**src/sv/s2dcc_pkg.sv**
```systemverilog
package s2dcc_pkg;

  localparam int SAMPLE_BITS  = 16;
  localparam int PROD_W       = 2 * SAMPLE_BITS;
  localparam int DOT_W        = 40;
  localparam int POS_W        = 6;
  localparam int WIDX_W       = 5;
  localparam int SIDE_REG_W   = 7;
  localparam int KSIDE_REG_W  = 3;
  localparam int STRIDE_REG_W = 3;
  localparam int CFG_IDX_W    = 2;
  localparam int CFG_DATA_W   = 7;
  localparam int PH_W         = 3;

  localparam logic [SIDE_REG_W-1:0]   IMAGE_SIDE_RST  = 7'd8;
  localparam logic [KSIDE_REG_W-1:0]  KERNEL_SIDE_RST = 3'd3;
  localparam logic [STRIDE_REG_W-1:0] STRIDE_RST      = 3'd1;

  typedef enum logic {
    CMD_WEIGHT = 1'b0,
    CMD_PIXEL  = 1'b1
  } cmd_e;

  typedef enum logic [CFG_IDX_W-1:0] {
    REG_IMAGE_SIDE  = 2'd0,
    REG_KERNEL_SIDE = 2'd1,
    REG_STRIDE      = 2'd2
  } cfg_reg_e;

  typedef struct packed {
    cmd_e                     command;
    logic [WIDX_W-1:0]        weight_index;
    logic signed [SAMPLE_BITS-1:0] sample;
  } in_item_t;

  typedef struct packed {
    logic signed [DOT_W-1:0] dot_product;
    logic [POS_W-1:0]        out_row;
    logic [POS_W-1:0]        out_col;
    logic                    frame_last;
  } out_item_t;

endpackage

```
**src/sv/s2dcc_line_store.sv**
```systemverilog
module s2dcc_line_store #(
  parameter int  DEPTH = 64,
  parameter int  WIDTH = 64,
  localparam int AW    = $clog2(DEPTH)
) (
  input  logic             clk_i,
  input  logic             rst_ni,
  input  logic             adv_i,
  input  logic [AW-1:0]    rd_addr_i,
  input  logic             wr_en_i,
  input  logic [AW-1:0]    wr_addr_i,
  input  logic [WIDTH-1:0] wr_data_i,
  output logic [WIDTH-1:0] rd_data_o
);
  import s2dcc_pkg::*;

  logic [WIDTH-1:0] mem [DEPTH];
  logic [WIDTH-1:0] rd_q;
  logic [WIDTH-1:0] fwd_data_q;
  logic             fwd_q;

  always_ff @(posedge clk_i) begin
    if (adv_i) begin
      if (wr_en_i) begin
        mem[wr_addr_i] <= wr_data_i;
      end
      rd_q       <= mem[rd_addr_i];
      fwd_data_q <= wr_data_i;
    end
  end

  // read and write of the same column in one cycle
  always_ff @(posedge clk_i or negedge rst_ni) begin
    if (!rst_ni) begin
      fwd_q <= 1'b0;
    end else if (adv_i) begin
      fwd_q <= wr_en_i && (wr_addr_i == rd_addr_i);
    end
  end

  assign rd_data_o = fwd_q ? fwd_data_q : rd_q;

endmodule

```
**config.mk**
```make
export PLATFORM = sky130hd
export DESIGN_NAME = s2dcc_line_store
export DESIGN_NICKNAME = d
export VERILOG_FILES = /design/src/sv/s2dcc_pkg.sv /design/src/sv/s2dcc_line_store.sv
export SDC_FILE = /design/constraint.sdc
export NUM_CORES = 2
export LEC_CHECK = 0
export BUFFER_PORTS_ARGS = -buffer_cell sky130_fd_sc_hd__buf_2
export CORE_ASPECT_RATIO = 1.5
export CORE_UTILIZATION = 45
export CTS_CLUSTER_DIAMETER = 40
export CTS_CLUSTER_SIZE = 40
export DETAILED_ROUTE_END_ITERATION = 10
export GPL_ROUTABILITY_DRIVEN = 0
export GPL_TIMING_DRIVEN = 1
export PLACE_DENSITY = 0.64
export SYNTH_ARGS = -nofsm -noshare
export SYNTH_HDL_FRONTEND = slang
export SYNTH_SLANG_ARGS = --single-unit
```
**constraint.sdc**
```tcl
create_clock -name clk_i -period 1.86 [get_ports clk_i]
set_input_delay 0 -clock clk_i [delete_from_list [all_inputs] [get_ports clk_i]]
set_output_delay 0 -clock clk_i [all_outputs]
set_load 0.005 [all_outputs]
```
After elaboration in Yosys (flattened, before gate mapping)
Memory sizes are Yosys's and may differ from the RTL's. A register that Yosys moved wholly into a read port is not among the register bits.
Index checks and enable logic that the tools add are counted.
{"block": "word_totals", "in_bits": 80, "output_inout_bits": 64, "n_memories": 1, "ram_bits": 4096, "reg_bits": 65}
{"block": "op_classes", "reduce_logical": 1, "n_mux": 4, "n_eq_ne": 1}
{"memory": "mem", "words": 64, "word_bits": 64, "rd": 1, "rd_ports_with_merged_regs": 1, "wr": 1, "line_no": "s2dcc_line_store.sv:17", "rtl": "logic [WIDTH-1:0] mem [DEPTH];"}
{"operator": "64-bit 2-to-1 mux", "count": 1}
{"operator": "6-bit equality test", "count": 1}
{"operator": "1-bit 2-to-1 mux", "count": 3}
{"operator": "1-bit logical AND", "count": 1}

Depth between registers and ports, before layout
{"block": "logic_depth", "depth_word": 3, "depth_mapped": 9}

Worst setup path after synthesis
No wires, ideal clock.
{"block": "synth_timing", "path_kind": "input to register", "from": "input wr_addr_i[5]", "to": "memory mem[39][0] (enable)", "arrival_time_ns": 3.563, "n_path_buf": 2, "path_slack_ns": -2.189, "required_ns": 1.373, "cell_stages": 4, "path_cell_list": "clkbuf_1 -> or3b_2 -> clkbuf_1 -> nor2_1"}
{"item": "start: declaration", "line_no": "s2dcc_line_store.sv:11", "rtl": "input logic [AW-1:0] wr_addr_i,"}
{"item": "end: declaration", "line_no": "s2dcc_line_store.sv:17"}
No word-level cell before the write port.

Final worst setup path
{"block": "layout_timing", "from": "register fwd_q", "to": "output rd_data_o[19]"}
{"block": "layout_via", "elab_chain_len": 1}
{"item": "start: declaration", "line_no": "s2dcc_line_store.sv:20", "rtl": "logic fwd_q;"}
{"item": "start signal: assignment", "line_no": "s2dcc_line_store.sv:37", "rtl": "fwd_q <= wr_en_i && (wr_addr_i == rd_addr_i);"}
{"item": "64-bit 2-to-1 mux", "line_no": "s2dcc_line_store.sv:41", "rtl": "assign rd_data_o = fwd_q ? fwd_data_q : rd_q;"}
{"item": "end: declaration", "line_no": "s2dcc_line_store.sv:13", "rtl": "output logic [WIDTH-1:0] rd_data_o"}
Every way passes these cells.

==> flow_summary.json <==
{
  "outcome": "finished with violations",
  "failed_checks": "hold timing, setup timing",
  "dp_slack_ps": -765,
  "tritoncts": "built",
  "ys_types": 39,
  "grt_max_degree": 75,
  "async_flop_share": 0.000237,
  "clockRootBuffer": "clkbuf_16",
  "vias_per_cell": 6.25,
  "die_y_um": 732,
  "ys_ff_latch": 4225,
  "yosysTopAreaCellShare": 0.793,
  "synth_warnings": 0,
  "synth_edf_count": 4224,
  "slew_viol_final": 0,
  "synthFlopType": "edfxtp_1",
  "fin_nets": 8294,
  "period_share": 1.31,
  "avgSynthCellArea_um2": 23.1,
  "first_global_vias": 84975,
  "dp.final_hpwl_mm": 309,
  "hold_ws_ps": -91.0,
  "drt_iter0_markers": 11253,
  "grt_first_pass_wirelength_mm": 676,
  "wl_per_cell_um": 37.0,
  "path_clk_slew_ps": 80,
  "crit_type": "reg2out",
  "fp.coreArea_um2": 353000,
  "rsz0062_at_grt": "true",
  "finalInstanceArea_um2": 195000,
  "cp-end-kind": "primary output",
  "final_cell_mix": "4224 x edfxtp_1, 1024 x mux4_2, 597 x buf_4, 472 x buf_12, 391 x clkbuf_16",
  "drt-pass1-iter-count": 6,
  "fmax_ghz": 0.409,
  "syn-cell-area_um2": 160000,
  "syn_inst": 6920,
  "routed_wl_mm": 490,
  "hold_viol_final": 3,
  "vias": 82852,
  "antenna_found_initial": 23,
  "cts_buffers": 384,
  "die-area_um2": 358000,
  "synth.largest_area_cell": "edfxtp_1",
  "fin_ws_ps": -584,
  "dpl_cell_area_um2": 179000,
  "drive_gt1_frac": 0.373,
  "worstPathMaxFanout": 8,
  "die_width_um": 489,
  "rows": 267,
  "syn-num-nets": 7000,
  "clockBufferDepth": 4,
  "ir_worst_vdd_mv": 0.789,
  "finalSetupViolations": 67,
  "initial_utilization": 0.453,
  "final_common_cell": "edfxtp_1",
  "finalCriticalPeriod_ps": 2440,
  "skew_ps": 42.3,
  "p_per_area_nw_per_um2": 1030,
  "synth-seq-area-share": 0.793,
  "gr-total-overflow": 0,
  "clk_latency_ps": 960,
  "required_ps": 1860,
  "min_path_type": "in2reg",
  "max_slew_margin": 0.396,
  "fillCellCount": 25799,
  "io_buffers": 143,
  "track_usage": 0.274,
  "ios": 144,
  "ant_nets": 0,
  "syn2layout_area_growth_pct": 21.8,
  "synth.area.top_cells": "edfxtp_1 79%, mux4_2 14%, mux2i_1 0.81%",
  "setup-tns-final_ps": -32370,
  "tightest_slew_ps": 905,
  "clock-sinks": 4225,
  "htreeDepth": 5,
  "route.detailed.drc": 0,
  "fin_util": 0.552,
  "cp.arrival_ps": 2440,
  "cap_violations": 0,
  "startpoint_type": "flip-flop",
  "fin_total_pwr_mw": 201,
  "p_leak_nw": 62.3
}
final timing paths:
path	from	to	cells after the start	slack, ps
max in group asynchronous	rst_ni	fwd_q	4	1230
hold / removal	rd_addr_i[2]	rd_q[12]	6	-90
hold reg to reg	mem[24][20]	rd_q[20]	5	900
setup / recovery	fwd_q	rd_data_o[19]	5	-580
min in group asynchronous	rst_ni	fwd_q	4	480
setup reg to reg	mem[35][21]	rd_q[21]	4	-100
synthesized netlist by cell type (all sizes together) (19+ instances only):
cell type,n
edfxtp,4224
mux4,1024
buf,235
nand2,187
nand3,174
clkbuf,157
mux2i,129
a22oi,128
nor2,113
nand4,86
o22ai,85
mux2,64
o21ai,43
o221ai,42
nor2b,27
or3,27
or2,26
a41oi,24
and3,22
a211oi,21
inv,20
a2bb2oi,19
where the power goes:
part	internal, mW	leakage [nW]	switching (mW)
combinational	4.71	17.7	6.32
clock	44.8	6.56	39.8
sequential	105	38.1	0.292
area by class of cell:
cell class,instances,area [um2],share of cell area
Clock buffer,408,9830,0.0504
Inverter,20,75.1,0.000385
Antenna cell,13,32.5,0.000167
Timing Repair Buffer,1300,16000,0.0819
Clock inverter,306,3810,0.0195
Multi-Input combinational cell,2283,32500,0.167
Tap cell,4707,5890,0.0302
Sequential cell,4225,127000,0.651
timing repair:
item                        CTS  global route
setup endpoints to repair    87           556
resized for setup           155            63
pin swaps                    20            27
hold buffers                 86             0
hold endpoints to repair   5135             0
cloned                        2             1
buffers inserted              3             0
registers in the layout, summed over array words and instances, names as in the netlist:
register	count
mem	4096
fwd_data_q	64
rd_q	64
fwd_q	1
logic make-up (layout without fill, tap and decap cells):
group / count (synthesis) / in the layout / synth area share
xor gates and xnor gates: 6 / 6 / 0.000328
and+or+nand+nor: 678 / 678 / 0.0205
other: 0 / 13 / 0
buffers and inverters: 412 / 2034 / 0.0125
muxes: 1217 / 1217 / 0.157
DFF: 4225 / 4225 / 0.793
AOI/OAI and AO/OA: 382 / 382 / 0.0171
critical path, cell delays in order, from the launching register on:
cell and delay, ps:
dfrtp_4 480, buf_12 190, buf_16 200, buf_8 150
mux2_4 330, buf_6 120
through the flow:
step / std cells / hold WS [ps]
floorplan: 6920 / -296
global route: 13256 / 10.1
CTS: 13254 / 3.36
finish: 13262 / -91.0
detailed placement: 12449 / -185
global placement: 12449 / -186
routing by layer:
metal,part of all wire,track usage,wire length [um],vias up
met5,0.000080,0,39,-
met4,0.052,0.124,25700,6
met3,0.086,0.0432,42300,1008
met2,0.52,0.476,254000,4857
met1,0.34,0.336,169000,44645
li1,-,-,-,32336
Power figures use the tool's default switching activity.
