`src/sv/s2dcc_pkg.sv`:
```
package s2dcc_pkg;

  localparam int SAMPLE_BITS  = 16;
  localparam int PROD_W       = 2 * SAMPLE_BITS;
  localparam int DOT_W        = 40;
  localparam int POS_W        = 6;
  localparam int WIDX_W       = 5;
  localparam int SIDE_REG_W   = 7;
  localparam int KSIDE_REG_W  = 3;
  localparam int STRIDE_REG_W = 3;
  localparam int CFG_IDX_W    = 2;
  localparam int CFG_DATA_W   = 7;
  localparam int PH_W         = 3;

  localparam logic [SIDE_REG_W-1:0]   IMAGE_SIDE_RST  = 7'd8;
  localparam logic [KSIDE_REG_W-1:0]  KERNEL_SIDE_RST = 3'd3;
  localparam logic [STRIDE_REG_W-1:0] STRIDE_RST      = 3'd1;

  typedef enum logic {
    CMD_WEIGHT = 1'b0,
    CMD_PIXEL  = 1'b1
  } cmd_e;

  typedef enum logic [CFG_IDX_W-1:0] {
    REG_IMAGE_SIDE  = 2'd0,
    REG_KERNEL_SIDE = 2'd1,
    REG_STRIDE      = 2'd2
  } cfg_reg_e;

  typedef struct packed {
    cmd_e                     command;
    logic [WIDX_W-1:0]        weight_index;
    logic signed [SAMPLE_BITS-1:0] sample;
  } in_item_t;

  typedef struct packed {
    logic signed [DOT_W-1:0] dot_product;
    logic [POS_W-1:0]        out_row;
    logic [POS_W-1:0]        out_col;
    logic                    frame_last;
  } out_item_t;

endpackage

```
`src/sv/s2dcc_adder_tree.sv`:
```
module s2dcc_adder_tree #(
  parameter int  N_IN  = 25,
  localparam int NP    = (N_IN < 2) ? 2 : (1 << $clog2(N_IN)),
  localparam int LVLS  = $clog2(NP),
  localparam int ACC_W = s2dcc_pkg::PROD_W + LVLS
) (
  input  logic                                clk_i,
  input  logic                                adv_i,
  input  logic signed [s2dcc_pkg::PROD_W-1:0] terms_i [N_IN],
  output logic signed [ACC_W-1:0]             sum_o
);
  import s2dcc_pkg::*;

  logic signed [ACC_W-1:0] leaf   [NP];
  logic signed [ACC_W-1:0] node_q [1:NP-1];

  for (genvar i = 0; i < NP; i++) begin : g_leaf
    if (i < N_IN) begin : g_term
      assign leaf[i] = ACC_W'(terms_i[i]);
    end else begin : g_pad
      assign leaf[i] = '0;
    end
  end

  // heap order: node n sums 2n and 2n+1, every node registered
  for (genvar n = 1; n < NP; n++) begin : g_node
    logic signed [ACC_W-1:0] lhs;
    logic signed [ACC_W-1:0] rhs;
    if (2 * n >= NP) begin : g_bottom
      assign lhs = leaf[2*n-NP];
      assign rhs = leaf[2*n+1-NP];
    end else begin : g_inner
      assign lhs = node_q[2*n];
      assign rhs = node_q[2*n+1];
    end
    always_ff @(posedge clk_i) begin
      if (adv_i) begin
        node_q[n] <= lhs + rhs;
      end
    end
  end

  assign sum_o = node_q[1];

endmodule

```
`config.mk`:
```
export PLATFORM = sky130hd
export DESIGN_NAME = s2dcc_adder_tree
export DESIGN_NICKNAME = d
export VERILOG_FILES = /design/src/sv/s2dcc_pkg.sv /design/src/sv/s2dcc_adder_tree.sv
export SDC_FILE = /design/constraint.sdc
export NUM_CORES = 2
export LEC_CHECK = 0
export BUFFER_PORTS_ARGS = -buffer_cell sky130_fd_sc_hd__buf_2
export CORE_MARGIN = 1
export CORE_UTILIZATION = 45
export DETAILED_ROUTE_END_ITERATION = 16
export PLACE_DENSITY_LB_ADDON = 0.05
export SLEW_MARGIN = 25
export SYNTH_ARGS = -nofsm -noshare
export SYNTH_HDL_FRONTEND = slang
export SYNTH_SLANG_ARGS = --single-unit
```
`constraint.sdc`:
```
create_clock -name clk_i -period 10.95 [get_ports clk_i]
set_input_delay 2.19 -clock clk_i [delete_from_list [all_inputs] [get_ports clk_i]]
set_output_delay 2.19 -clock clk_i [all_outputs]
set_load 0.02 [all_outputs]
```
-- Yosys cells after proc, flatten, opt, wreduce, memory -nomap -nowiden
Memories as Yosys holds them, arrays and structs flattened.
Cells that the tools add are included.
- word-level logic and storage cells: 30
- input bits: 802
- register bits: 0
- RAM bits: 1147
- memories: 1
- memories (memory ; depth ; width ; rd ports ; clocked after Yosys merged registers in ; write ports ; line ; RTL):
    node_q ; 31 ; 37 ; 31 ; 0 ; 31 ; s2dcc_adder_tree.sv:15 ; logic signed [ACC_W-1:0] node_q [1:NP-1];
- mux-type cells: 2
- add/subtract/negate cells: 27
- operator list (kind ; number):
    adder 37 bit ; 15
    adder 32 x 32 -> 33 bit ; 12
    2-to-1 mux 1 bit ; 2

-- Depth between registers and ports, before layout
- word-level depth: 2
- depth in mapped cells: 11
- depth with buffers taken out: 11

-- Least setup slack after synthesis
Ideal clock, no wire load.
- path kind: input to register
- from: input port terms_i[96] (netlist name)
- to: register, netlist name node_q[0][986]
- arrival time: 4.713 ns
- slack: 5.975 ns
- stages: 10
- cells stage by stage: ha_1 -> fa_1 -> a211oi_1 -> o21ai_0 -> a311oi_1 -> o31a_1 -> nor3_1 -> o311a_1 -> or2_2 -> xor2_1
- RTL lines (item ; line ; RTL):
    start: declaration ; s2dcc_adder_tree.sv:9 ; input logic signed [s2dcc_pkg::PROD_W-1:0] terms_i [N_IN],

==> flow_summary_export.csv <==
group,metric,value,unit
outcome,status,"finished clean",
power_and_ir_drop,combPwrFrac,49.6,%
cells_and_area,largest_register,"node_q",
floorplan,io_pins,839,
global_route,grt_use_total,23.41,%
sta,setup_viol,0,
yosys,yosysMostFrequentCell,"edfxtp_1",
sta,hold_viol_final,0,
min_path,min-delay-path-class,"flip-flop to flip-flop",
yosys,synth_top_area_cell,"edfxtp_1",
clock_tree,cts_tree,"built",
clock_tree,cts-root-buf,"clkbuf_16",
clock_tree,postCtsSetupRepairBufs,0,
critical_path,timing.rr.start,"node_q[0][317]$_DFFE_PP_",
clock_tree,numCtsBuffers,104,
clock_tree,htreeDepth,3,
route,routedWlPerCell,19.43,um
critical_path,cpPeakStageDelay,610,ps
place,port_buffers,838,
cells_and_area,stdcell_count,9617,
power_and_ir_drop,fin_total_pwr,19830,uW
place,hpwl,149600,um
critical_path,critPathMaxFanout,3,
sta,worst_pin_slew,1054,ps
yosys,synth.top_cells.by_count,"936 x edfxtp_1, 798 x ha_1, 696 x a21oi_1",
route,dr.pass1.iters,5,
power_and_ir_drop,internal-power,11820,uW
clock_tree,holdBufCountCts,0,
route,wl_met3,8138,um
yosys,async_flop_share,0,%
min_path,worstHoldStart,"node_q[0][548]$_DFFE_PP_",
power_and_ir_drop,power.switching,8014,uW
floorplan,core,0.1507,mm2
yosys,synth_edf_count,936,
critical_path,crit_slowest_cell,"o311ai_0",
power_and_ir_drop,clkPwrFrac,19.0,%
route,ant_nets,0,
yosys,synth.top_cell.area_share,40.93,%
yosys,ys_seq_area_share,40.93,%
run,maxCapViolCount,0,
critical_path,crit_chain,"buf_2, ha_1, fa_1, a21oi_1, nor2_1, o311ai_0, a21boi_0, o311ai_0, a31oi_1, nor2_1, o21ba_2, xnor2_1",
route,routed_wl,186800,um
clock_tree,clock_latency,730,ps
floorplan,die_w,392.7,um
sta,fin_setup_tns,0,ps
floorplan,die_h,392.7,um
yosys,synth.cell_area,0.06868,mm2
global_route,grt_pass1_vias,52250,
critical_path,cp.arrival,5480,ps
sta,fmax,198.8,MHz
sta,slew_headroom,29.74,%
power_and_ir_drop,seq_power_share,31.4,%
power_and_ir_drop,swShare,40.41,%
yosys,ys_types,93,
route,m1WireLength,85150,um
power_and_ir_drop,leakagePower,0.03393,uW
critical_path,endpoint_kind,"flip-flop",
place,dp.cells,9420,
clock_tree,cts.sinks,936,
route,viasPerCell,5.607,
floorplan,rows,142,
clock_tree,cts_resized,0,
yosys,synth_nets,8305,
route,drtIter0Drc,3226,
clock_tree,clk_pin_slew_worst_paths,60,ps
global_route,grt_remaining_overflow,0,
sta,whs,410.7,ps
route,routed.top_layer,"met5",
cells_and_area,finalNetCount,9134,
floorplan,die_area,0.1542,mm2
cells_and_area,top_regs,"node_q (936)",
cells_and_area,area_growth,14.64,%
route,met2_wirelength,88940,um
critical_path,crit_type,"primary input to flip-flop",
cells_and_area,largest_reg_flops,936,
yosys,syn_inst,6681,
sta,grt_setup_unrepaired,"no",
yosys,yosys_most_used_dff,"edfxtp_1",
route,vias,53920,
route,drc,0,
cells_and_area,fin_area,0.07873,mm2
power_and_ir_drop,irDropWorstVdd,0.0001421,V
cells_and_area,layout-drive-gt1-share,14.33,%
yosys,yosysWarningCount,0,
global_route,grt_pass1_wl,283600,um
critical_path,cp-start-kind,"primary input",
sta,period_share,45.94,%
sta,min_period,5030,ps
yosys,syn_area_per_cell,10.28,um2
clock_tree,cts_max_path_buffers,3,
floorplan,start_util,45.58,%
sta,finalMaxSlewViolations,0,
place,place.gp.congestion,0.9126,
global_route,grt_max_degree,189,
yosys,ys_seq_elements,936,
place,placed_area,0.07505,mm2
global_route,antenna_found_initial,17,
power_and_ir_drop,power_density,251.9,mW/mm2
sta,clock-skew-final,33.50,ps
critical_path,worst_ep_required_time,11400,ps
yosys,synthTopCellsByArea,"edfxtp_1 41%, ha_1 15%, xnor2_1 5.7%",
critical_path,crit_path_start,"terms_i[32]",
==> path summary, 6_finish.rpt <==
check,slack (ps),end,cells after the start
min reg2reg,410,node_q[0][289]$_DFFE_PP_,0
max,5920,node_q[0][1027]$_DFFE_PP_,12
max reg2reg,7130,node_q[0][182]$_DFFE_PP_,8
min,410,node_q[0][289]$_DFFE_PP_,0
==> cells by family (layout without fill, tap and decap cells) <==
kind of cell	Yosys count	count (layout)	share of synthesized area, %
muxes	9	9	0.1348
adders and majority gates	822	822	15.24
buffers and inverters	287	1205	1.572
other	0	2	0
xor gates and xnor gates	668	668	8.519
and+or+nand+nor	1612	1612	11.34
DFF	936	936	40.93
AOI/OAI and AO/OA	2347	2347	22.27
==> cells in the final DEF, fill, tap and decap left out, types with 77 or more instances in the layout <==
cell type | netlist | final
a211oi_1 | 77 | 77
a21o_1 | 502 | 502
a21oi_1 | 696 | 696
buf_2 | 1 | 837
clkbuf_16 | 0 | 104
edfxtp_1 | 936 | 936
ha_1 | 798 | 798
inv_1 | 163 | 163
nand2_1 | 381 | 381
nand3_1 | 120 | 120
nand4_1 | 98 | 98
nor2_1 | 478 | 478
nor2b_1 | 98 | 98
nor3_1 | 114 | 114
o21a_1 | 100 | 100
o21ai_0 | 389 | 389
o21bai_1 | 124 | 124
xnor2_1 | 447 | 447
xor2_1 | 221 | 221
==> layer usage <==
metal,up-vias,GRT usage (%)
met2,1226,40.17
met3,224,2.765
met5,-,0
met1,25270,31.09
met4,18,6.240
li1,27190,-
==> final cells by class <==
class                           count  area, um2
Clock buffer                      115       2644
Antenna cell                        2      5.005
Timing Repair Buffer              847       4322
Fill cell                       13860      71940
Inverter                          163      611.8
Sequential cell                   936      28110
Clock inverter                     80       1021
Tap cell                         2016       2522
Multi-Input combinational cell   5458      39500
==> power groups by stage <==
stage	clock network, uW	logic [uW]	registers [uW]
3_3_place_gp	0	9770	6300
4_1_cts	3860	9880	6240
5_1_grt	3990	10900	6300
6_report	3770	9840	6220
3_5_place_dp	0	9760	6280
2_1_floorplan	0	6940	6000
==> worst max-delay path, delay by kind of cell <==
family          cells  cell delay [ps]
simple gates        2              370
buf+inv             1              100
compound gates      6             2130
xor+xnor            1               50
fa+ha+maj           2              640
==> metrics by stage <==
stage               setup WS (ps)  utilization, %
finish                       5920           52.25
detailed placement           5074           49.81
global placement             5096           49.81
floorplan                    5975               -
CTS                          5844           52.25
global route                 5537           52.25
Note: power is estimated with default switching activity, not from simulation.
