### config.mk
export PLATFORM = sky130hd
export DESIGN_NAME = s2dcc_cell
export DESIGN_NICKNAME = d
export VERILOG_FILES = /design/src/sv/s2dcc_pkg.sv /design/src/sv/s2dcc_cell.sv
export SDC_FILE = /design/constraint.sdc
export NUM_CORES = 1
export LEC_CHECK = 0
export BUFFER_PORTS_ARGS = -buffer_cell sky130_fd_sc_hd__buf_4
export CORE_MARGIN = 2
export CORE_UTILIZATION = 58
export DETAILED_ROUTE_END_ITERATION = 10
export PLACE_DENSITY = 0.89
export SYNTH_ARGS = -nofsm -noshare
export SYNTH_HDL_FRONTEND = slang
export SYNTH_SLANG_ARGS = --single-unit
### constraint.sdc
create_clock -name clk_i -period 6.7 [get_ports clk_i]
set_input_delay 0.335 -clock clk_i [delete_from_list [all_inputs] [get_ports clk_i]]
set_output_delay 0.335 -clock clk_i [all_outputs]
set_load 0.01 [all_outputs]
### src/sv/s2dcc_pkg.sv
package s2dcc_pkg;

  localparam int SAMPLE_BITS  = 16;
  localparam int PROD_W       = 2 * SAMPLE_BITS;
  localparam int DOT_W        = 40;
  localparam int POS_W        = 6;
  localparam int WIDX_W       = 5;
  localparam int SIDE_REG_W   = 7;
  localparam int KSIDE_REG_W  = 3;
  localparam int STRIDE_REG_W = 3;
  localparam int CFG_IDX_W    = 2;
  localparam int CFG_DATA_W   = 7;
  localparam int PH_W         = 3;

  localparam logic [SIDE_REG_W-1:0]   IMAGE_SIDE_RST  = 7'd8;
  localparam logic [KSIDE_REG_W-1:0]  KERNEL_SIDE_RST = 3'd3;
  localparam logic [STRIDE_REG_W-1:0] STRIDE_RST      = 3'd1;

  typedef enum logic {
    CMD_WEIGHT = 1'b0,
    CMD_PIXEL  = 1'b1
  } cmd_e;

  typedef enum logic [CFG_IDX_W-1:0] {
    REG_IMAGE_SIDE  = 2'd0,
    REG_KERNEL_SIDE = 2'd1,
    REG_STRIDE      = 2'd2
  } cfg_reg_e;

  typedef struct packed {
    cmd_e                     command;
    logic [WIDX_W-1:0]        weight_index;
    logic signed [SAMPLE_BITS-1:0] sample;
  } in_item_t;

  typedef struct packed {
    logic signed [DOT_W-1:0] dot_product;
    logic [POS_W-1:0]        out_row;
    logic [POS_W-1:0]        out_col;
    logic                    frame_last;
  } out_item_t;

endpackage

### src/sv/s2dcc_cell.sv
module s2dcc_cell (
  input  logic                                     clk_i,
  input  logic                                     shift_i,
  input  logic                                     adv_i,
  input  logic                                     active_i,
  input  logic signed [s2dcc_pkg::SAMPLE_BITS-1:0] din_i,
  input  logic signed [s2dcc_pkg::SAMPLE_BITS-1:0] weight_i,
  output logic signed [s2dcc_pkg::SAMPLE_BITS-1:0] dout_o,
  output logic signed [s2dcc_pkg::PROD_W-1:0]      prod_o
);
  import s2dcc_pkg::*;

  logic signed [SAMPLE_BITS-1:0] win_q;
  logic signed [PROD_W-1:0]      prod_q;

  always_ff @(posedge clk_i) begin
    if (shift_i) begin
      win_q <= din_i;
    end
  end

  // unused cells contribute zero
  always_ff @(posedge clk_i) begin
    if (adv_i) begin
      prod_q <= active_i ? PROD_W'(win_q) * PROD_W'(weight_i) : '0;
    end
  end

  assign dout_o = win_q;
  assign prod_o = prod_q;

endmodule

; Yosys cells after proc, flatten, opt, wreduce, memory -nomap -nowiden
; Cells that the tools add are included.
[word_totals]
latchBits = 0
output_inout_bits = 48
rom_bits = 0
regBits = 48
mem_count = 0
ramBits = 0
elab_cells = 3
[op_classes]
order_cmp = 0
multipliers = 1
shifts = 0
add_sub_neg = 0
bitwise = 0
n_div = 0
muxes = 0
eq_ne = 0
n_reduce_logical = 0
[op_table]
columns = operator, n
row1 = 16-bit by 16-bit multiplier with 32-bit output, 1

; Depth between registers and ports, before layout
; Gate-level depths: netlist (run 1).
[logic_depth]
word_depth = 1
depth_mapped = 22
ltp_nobuf = 20

; Worst setup path before layout (run 1)
; Ideal clock, no wire load.
[synth_path]
path_type = flip-flop to flip-flop
start = register win_q[15] (netlist: dout_o[15])
end = register prod_q[30] (netlist: prod_o[30]) (data pin)
stages_incl_launch_ff = 19
setup_ps = 265
path_slack_ps = 360
n_path_buf = 1
t_arrival_ps = 6074
path_cell_list = edfxtp_1 > clkbuf_1 > nand2_1 > inv_1 > fa_1 > fa_1 > fa_1 > fa_1 > fa_1 > inv_1 > fa_1 > inv_1 > ha_1 > or3b_1 > a21oi_2 > and4b_4 > o31ai_4 > nor2_1 > or3_1
[synth_between]
elab_chain_cells = 1
[synth_rtl]
columns = element, line_no
row1 = from (decl), s2dcc_cell.sv:13  ; logic signed [SAMPLE_BITS-1:0] win_q;
row2 = from (signal assigned), s2dcc_cell.sv:18  ; win_q <= din_i;
row3 = 16-bit by 16-bit multiplier with 32-bit output, s2dcc_cell.sv:25  ; prod_q <= active_i ? PROD_W'(win_q) * PROD_W'(weight_i) : '0;
row4 = to (signal assigned), s2dcc_cell.sv:25
row5 = to (decl), s2dcc_cell.sv:14  ; logic signed [PROD_W-1:0] prod_q;
; No other way between the ends.
; A chain may end at the register's enable or synchronous reset.

; Final worst setup path (run 1)
[layout_path]
start = register win_q[15] (netlist: dout_o[15])
end = register prod_q[31] (netlist: prod_o[31]) (data pin)
; Same word-level chain as after synthesis.

==> results.sh, run 1 <==
export IMPL_path_delay_family="adder cells"
export IMPL_clk_path_buf_depth=2
export IMPL_reg2reg_from="dout_o[15]"
export IMPL_cts_tree="done"
export IMPL_yosysWarnings=0
export IMPL_synth_seq_cells=48
export IMPL_maxCapViolations=0
export IMPL_clock_sinks=48
export IMPL_synthFlopType="edfxtp_1"
export IMPL_hold_class="in2reg"
export IMPL_cp_max_fo=13
export IMPL_yosysUniqueCellTypes=49
export IMPL_start_util=0.591
export IMPL_wl_per_cell_um=18.4
export IMPL_track_usage=0.274
export IMPL_finalWeightedCongestion=0.899
export IMPL_syn_nets=1567
export IMPL_holdPathStages=1
export IMPL_grt_pass1_vias=9410
export IMPL_r2r_end="prod_o[31]"
export IMPL_wl_um=28400
export IMPL_drt_pass1_iterations=7
export IMPL_clock_latency_ns=0.31
export IMPL_dieArea_um2=21000
export IMPL_rows=51
export IMPL_numPortBuffers=83
export IMPL_reg2reg_depth=18
export IMPL_syn_area_um2=11500
export IMPL_ys_seq_area_frac=0.125
export IMPL_maxSlewHeadroom=0.434
export IMPL_cp_common_cell="fa_1"
export IMPL_coreArea_um2=19500
export IMPL_synth_edf_count=48
export IMPL_fin_crit_sh=0.985
export IMPL_status="finished, final reports clean"
export IMPL_cp_required_ns=6.76
export IMPL_slew_violations=0
export IMPL_die_y_um=145
export IMPL_netlist_top_cells_area="fa_1 45%, edfxtp_1 12%, inv_1 9.6%, ha_1 8.9%, and2_1 7.0%"
export IMPL_drive_above_1_share=0.104
export IMPL_n_fill_cell=1439
export IMPL_die_width_um=145
export IMPL_async_flop_share=0
export IMPL_worst_ep_arrival_time_ns=6.67
export IMPL_worstMarginPinSlew_ns=0.839
export IMPL_grt_start_max_net_pins=33
export IMPL_synth_cells=1187
export IMPL_viasPerCell=5.59
export IMPL_reg2reg_setup_slack_ns=0.1
export IMPL_synth_top_area_frac=0.454
export IMPL_numCtsBuffers=5
export IMPL_root_buffer="clkbuf_16"
export IMPL_cts_clk_slew_worst_paths_ns=0.07
export IMPL_antenna_cells=0
export IMPL_final_nets=1653
export IMPL_dp_hpwl_um=23100
export IMPL_whs_endpoint="dout_o[14]"
export IMPL_routed_via_count=8603
export IMPL_ant_nets=0
export IMPL_setup_viol=0
export IMPL_h_tree_depth=2
export IMPL_cp_slowest_cell="fa_1"
export IMPL_fin_skew_ns=0.00680
export IMPL_worst_slack_ns=0.0987
export IMPL_drc=0
export IMPL_antenna_found_initial=0
export IMPL_path_class="reg2reg"
export IMPL_fmax_mhz=151
export IMPL_crit_path_start_kind="register"
export IMPL_grt_overflow_total=0
export IMPL_syn_to_final_growth_pct=10.9
export IMPL_cp_num_buf_inv=3
export IMPL_hold_viol=0
export IMPL_cp_slowest_stage_delay_ns=0.61
export IMPL_io_pins=84
export IMPL_hold_start="din_i[14]"
export IMPL_endpoint_kind="register"
export IMPL_grt_pass1_wl_um=45800
export IMPL_crit_chain="buf_4, nand2_1, fa_1, inv_1, fa_1, buf_4, fa_1, fa_1, fa_1, fa_1, ha_1, nand3_1, nor3_1, o211ai_1, a21o_1, a21oi_1, o21ai_0, mux2_2"
export IMPL_drt_iter0_drc=693
export IMPL_layout_min_cycle_time_ns=6.60
export IMPL_yosysTopAreaCell="fa_1"
export IMPL_dp_slack_ns=0.252
export IMPL_avgSynthCellArea_um2=9.72
[cells in the final DEF (no fill, tap or decap), drive strengths merged, types with 2 or more instances in the layout]
cell type / instances
inv: 297
edfxtp: 48
or3: 2
a2111oi: 2
a21oi: 26
clkbuf: 5
o41ai: 2
o21a: 8
or4: 2
o31ai: 3
o21bai: 2
nor2: 37
ha: 82
a211oi: 4
and2: 130
a31oi: 5
a21boi: 2
o21ai: 17
nand4: 4
xor2: 4
nor3: 16
buf: 116
and3: 4
o211ai: 2
fa: 262
nand3: 7
nand2: 134
nor2b: 2
nand2b: 9
a21o: 6
mux2i: 3
xnor2: 18
[cells by family (layout without fill, tap and decap cells)]
logic type	after synthesis	in the layout	share of synthesized area
AOI/OAI and AO/OA	83	83	0.0482
xor gates and xnor gates	22	22	0.0167
adders and majority gates	344	344	0.543
buffers and inverters	332	419	0.109
DFF	48	48	0.125
muxes	4	4	0.00358
and+or+nand+nor	354	354	0.155
[sequential cells by signal, summed over array words and instances, names as in the netlist]
signal	count
prod_o	32
dout_o	16
[area by class of cell]
class | instances | area (µm²) | area share
Tap cell | 265 | 332 | 0.0259
Clock buffer | 5 | 125 | 0.00978
Sequential cell | 48 | 1440 | 0.113
Timing Repair Buffer | 116 | 921 | 0.0720
Clock inverter | 3 | 26.3 | 0.00205
Inverter | 295 | 1110 | 0.0865
Multi-Input combinational cell | 807 | 8850 | 0.691
[Yosys cell counts (6+ instances only)]
cell	number
a21o_1	6
a21oi_1	25
and2_1	129
clkbuf_1	33
edfxtp_1	48
fa_1	262
ha_1	82
inv_1	295
nand2_1	134
nand2b_1	9
nand3_1	7
nor2_1	37
nor3_1	16
o21a_1	8
o21ai_0	17
xnor2_1	18
[worst max-delay path by stage]
stage                      startpoint         end  slack, ns  cells past startpoint
final                      dout_o[15]  prod_o[31]        0.1                     18
after global routing       dout_o[15]  prod_o[31]      -0.01                     17
after CTS                  dout_o[15]  prod_o[30]       0.24                     18
after detailed placement    dout_o[7]  prod_o[30]       0.25                     20
after global placement    weight_i[1]  prod_o[30]       0.36                     19
after floorplan            dout_o[15]  prod_o[30]       0.36                     18
[metal layers]
metal	routed length [µm]	global-route usage	part of all wire
met1	10100	0.339	0.36
met2	14900	0.485	0.53
met3	1880	0.0314	0.066
met4	1450	0.125	0.051
met5	0	0	0
[per-stage QoR]
step	cells	setup TNS [ns]	cell area [µm²]	hold WS (ns)	util
floorplan	1187	0	11500	0.434	-
global placement	1516	0	12500	0.513	0.639
detailed placement	1516	0	12500	0.514	0.639
CTS	1524	0	12600	0.202	0.647
global route	1539	-0.0135	12800	0.200	0.655
finish	1539	0	12800	0.202	0.655
[repair_timing]
action / 4_1_cts / 5_1_grt
setup endpoints to repair: 0 / 5
hold buffers: 0 / 0
buffers inserted: 0 / 15
gates resized for setup: 0 / 0
Power of run 1 is not shown: default switching activity piles up to over one toggle a cycle in this logic, so the estimate is an artifact.
==> inputs of run 2 (changes only) <==
- PLACE_DENSITY: 0.89 -> 0.87
==> run 2 against run 1 <==
Compared with the run above: critical path depth is 3 higher; utilization shrank 0.070 points; sequential share of layout area hardly changed; wire length decreased by 1.6%; flip-flop and latch count unchanged; setup slack improved by 0.14 ns; highest routed layer unchanged.
==> results.sh, run 2 (synthesis results as in run 1) <==
export IMPL_grt_overflow_total=0
export IMPL_reg2reg_from="dout_o[6]"
export IMPL_worst_ep_arrival_time_ns=6.52
export IMPL_grt_pass1_vias=9569
export IMPL_design_area_um2=12800
export IMPL_cp_max_fo=5
export IMPL_die_width_um=145
export IMPL_dp_slack_ns=0.0488
export IMPL_io_pins=84
export IMPL_numCtsBuffers=5
export IMPL_hold_class="in2reg"
export IMPL_grt_pass1_wl_um=46800
export IMPL_setup_viol=0
export IMPL_die_y_um=145
export IMPL_clock_sinks=48
export IMPL_fmax_mhz=155
export IMPL_cp_num_buf_inv=6
export IMPL_timing_hold_ws_ns=0.193
export IMPL_path_class="reg2reg"
export IMPL_root_buffer="clkbuf_16"
export IMPL_track_usage=0.283
export IMPL_clk_path_buf_depth=2
export IMPL_layout_min_cycle_time_ns=6.46
export IMPL_drt_pass1_iterations=5
export IMPL_grt_start_max_net_pins=33
export IMPL_cp_required_ns=6.75
export IMPL_numPortBuffers=83
export IMPL_hold_viol=0
export IMPL_final_nets=1655
export IMPL_cp_slowest_cell="edfxtp_1"
export IMPL_fin_skew_ns=0.0125
export IMPL_rows=51
export IMPL_path_delay_family="adder cells"
export IMPL_syn_to_final_growth_pct=10.8
export IMPL_drive_above_1_share=0.105
export IMPL_cts_tree="done"
export IMPL_start_util=0.591
export IMPL_endpoint_kind="register"
export IMPL_finalWeightedCongestion=0.914
export IMPL_ant_nets=0
export IMPL_cp_slowest_stage_delay_ns=0.53
export IMPL_h_tree_depth=2
export IMPL_tns_ns=0
export IMPL_hold_buffers=0
export IMPL_antenna_found_initial=0
export IMPL_dieArea_um2=21000
export IMPL_worstMarginPinSlew_ns=0.820
export IMPL_drc=0
export IMPL_worst_slack_ns=0.235
export IMPL_hold_start="din_i[0]"
export IMPL_wl_um=27900
export IMPL_antenna_cells=0
export IMPL_dp_hpwl_um=23300
export IMPL_crit_path_start_kind="register"
export IMPL_wl_per_cell_um=18.1
export IMPL_cts_clk_slew_worst_paths_ns=0.08
export IMPL_viasPerCell=5.49
export IMPL_post_dp_cell_area_um2=12500
export IMPL_mostFrequentLayoutCells="295 x inv_1, 262 x fa_1, 134 x nand2_1, 129 x and2_1, 118 x buf_4"
export IMPL_cp_common_cell="fa_1"
export IMPL_drt_iter0_drc=595
export IMPL_routed_via_count=8467
export IMPL_largest_reg_flops=32
export IMPL_cp_startpoint="dout_o[6]"
export IMPL_maxCapViolations=0
export IMPL_status="finished, final reports clean"
export IMPL_layout_commonest_cell="inv_1"
export IMPL_rsz0062_at_grt="false"
export IMPL_fin_crit_sh=0.965
export IMPL_crit_chain="buf_4, buf_4, and2_1, fa_1, inv_1, fa_1, fa_1, fa_1, inv_1, fa_1, inv_1, fa_1, inv_1, ha_1, a41oi_1, o21ai_0, a31oi_1, and4b_4, o31ai_4, nor4b_2, or3_1"
export IMPL_coreArea_um2=19500
export IMPL_clock_latency_ns=0.32
export IMPL_slew_violations=0
export IMPL_maxSlewHeadroom=0.448
-- run 2: cell count changes in the layout (fill, tap and decap cells not counted) --
cell       delta
buf_4         +6
buf_12        -4
inv_6         -2
bufinv_16     +1
clkinv_1      +1
nor3_1        -1
nor3_2        +1
o21ai_0       -1
o21ai_1       +1
-- run 2: area by class of cell --
class	count	area [µm²]
Clock buffer	5	125
Clock inverter	3	42.5
Fill cell	1479	6740
Inverter	295	1110
Multi-Input combinational cell	807	8850
Sequential cell	48	1440
Tap cell	265	332
Timing Repair Buffer	118	886
-- run 2: layer usage --
metal | track usage | part of all wire
met5 | 0 | 0
met4 | 0.147 | 0.057
met1 | 0.338 | 0.36
met3 | 0.0560 | 0.074
met2 | 0.488 | 0.51
-- run 2: repair_timing --
item / in CTS / in global routing
buffers inserted: 0 / 15
gates resized for setup: 0 / 2
endpoints found under the setup margin: 0 / 9
-- run 2: worst paths after layout --
check | end | cells after the start | slack [ns]
worst min register to register | prod_o[0] | 2 | 1.05
worst max register to register | prod_o[30] | 21 | 0.24
worst max-delay path | prod_o[30] | 21 | 0.24
worst min-delay path | dout_o[0] | 1 | 0.19
-- run 2: metrics by stage --
| step | instances | util |
|---|---|---|
| 5_1_grt | 1541 | 0.655 |
| 3_3_place_gp | 1518 | 0.640 |
| 4_1_cts | 1526 | 0.649 |
| 3_5_place_dp | 1518 | 0.640 |
| 6_report | 1541 | 0.655 |
| 2_1_floorplan | 1187 | - |
-- run 2: worst register-to-register path, stage by stage, from the launching register on --
cell and delay, ns:
edfxtp_1 0.53, buf_4 0.22, buf_4 0.15, and2_1 0.15
fa_1 0.53, inv_1 0.05, fa_1 0.39, fa_1 0.44
fa_1 0.49, inv_1 0.06, fa_1 0.53, inv_1 0.05
fa_1 0.49, inv_1 0.05, ha_1 0.32, a41oi_1 0.21
o21ai_0 0.14, a31oi_1 0.42, and4b_4 0.35, o31ai_4 0.09
nor4b_2 0.18, or3_1 0.37
Power of run 2 is left out for the same reason.
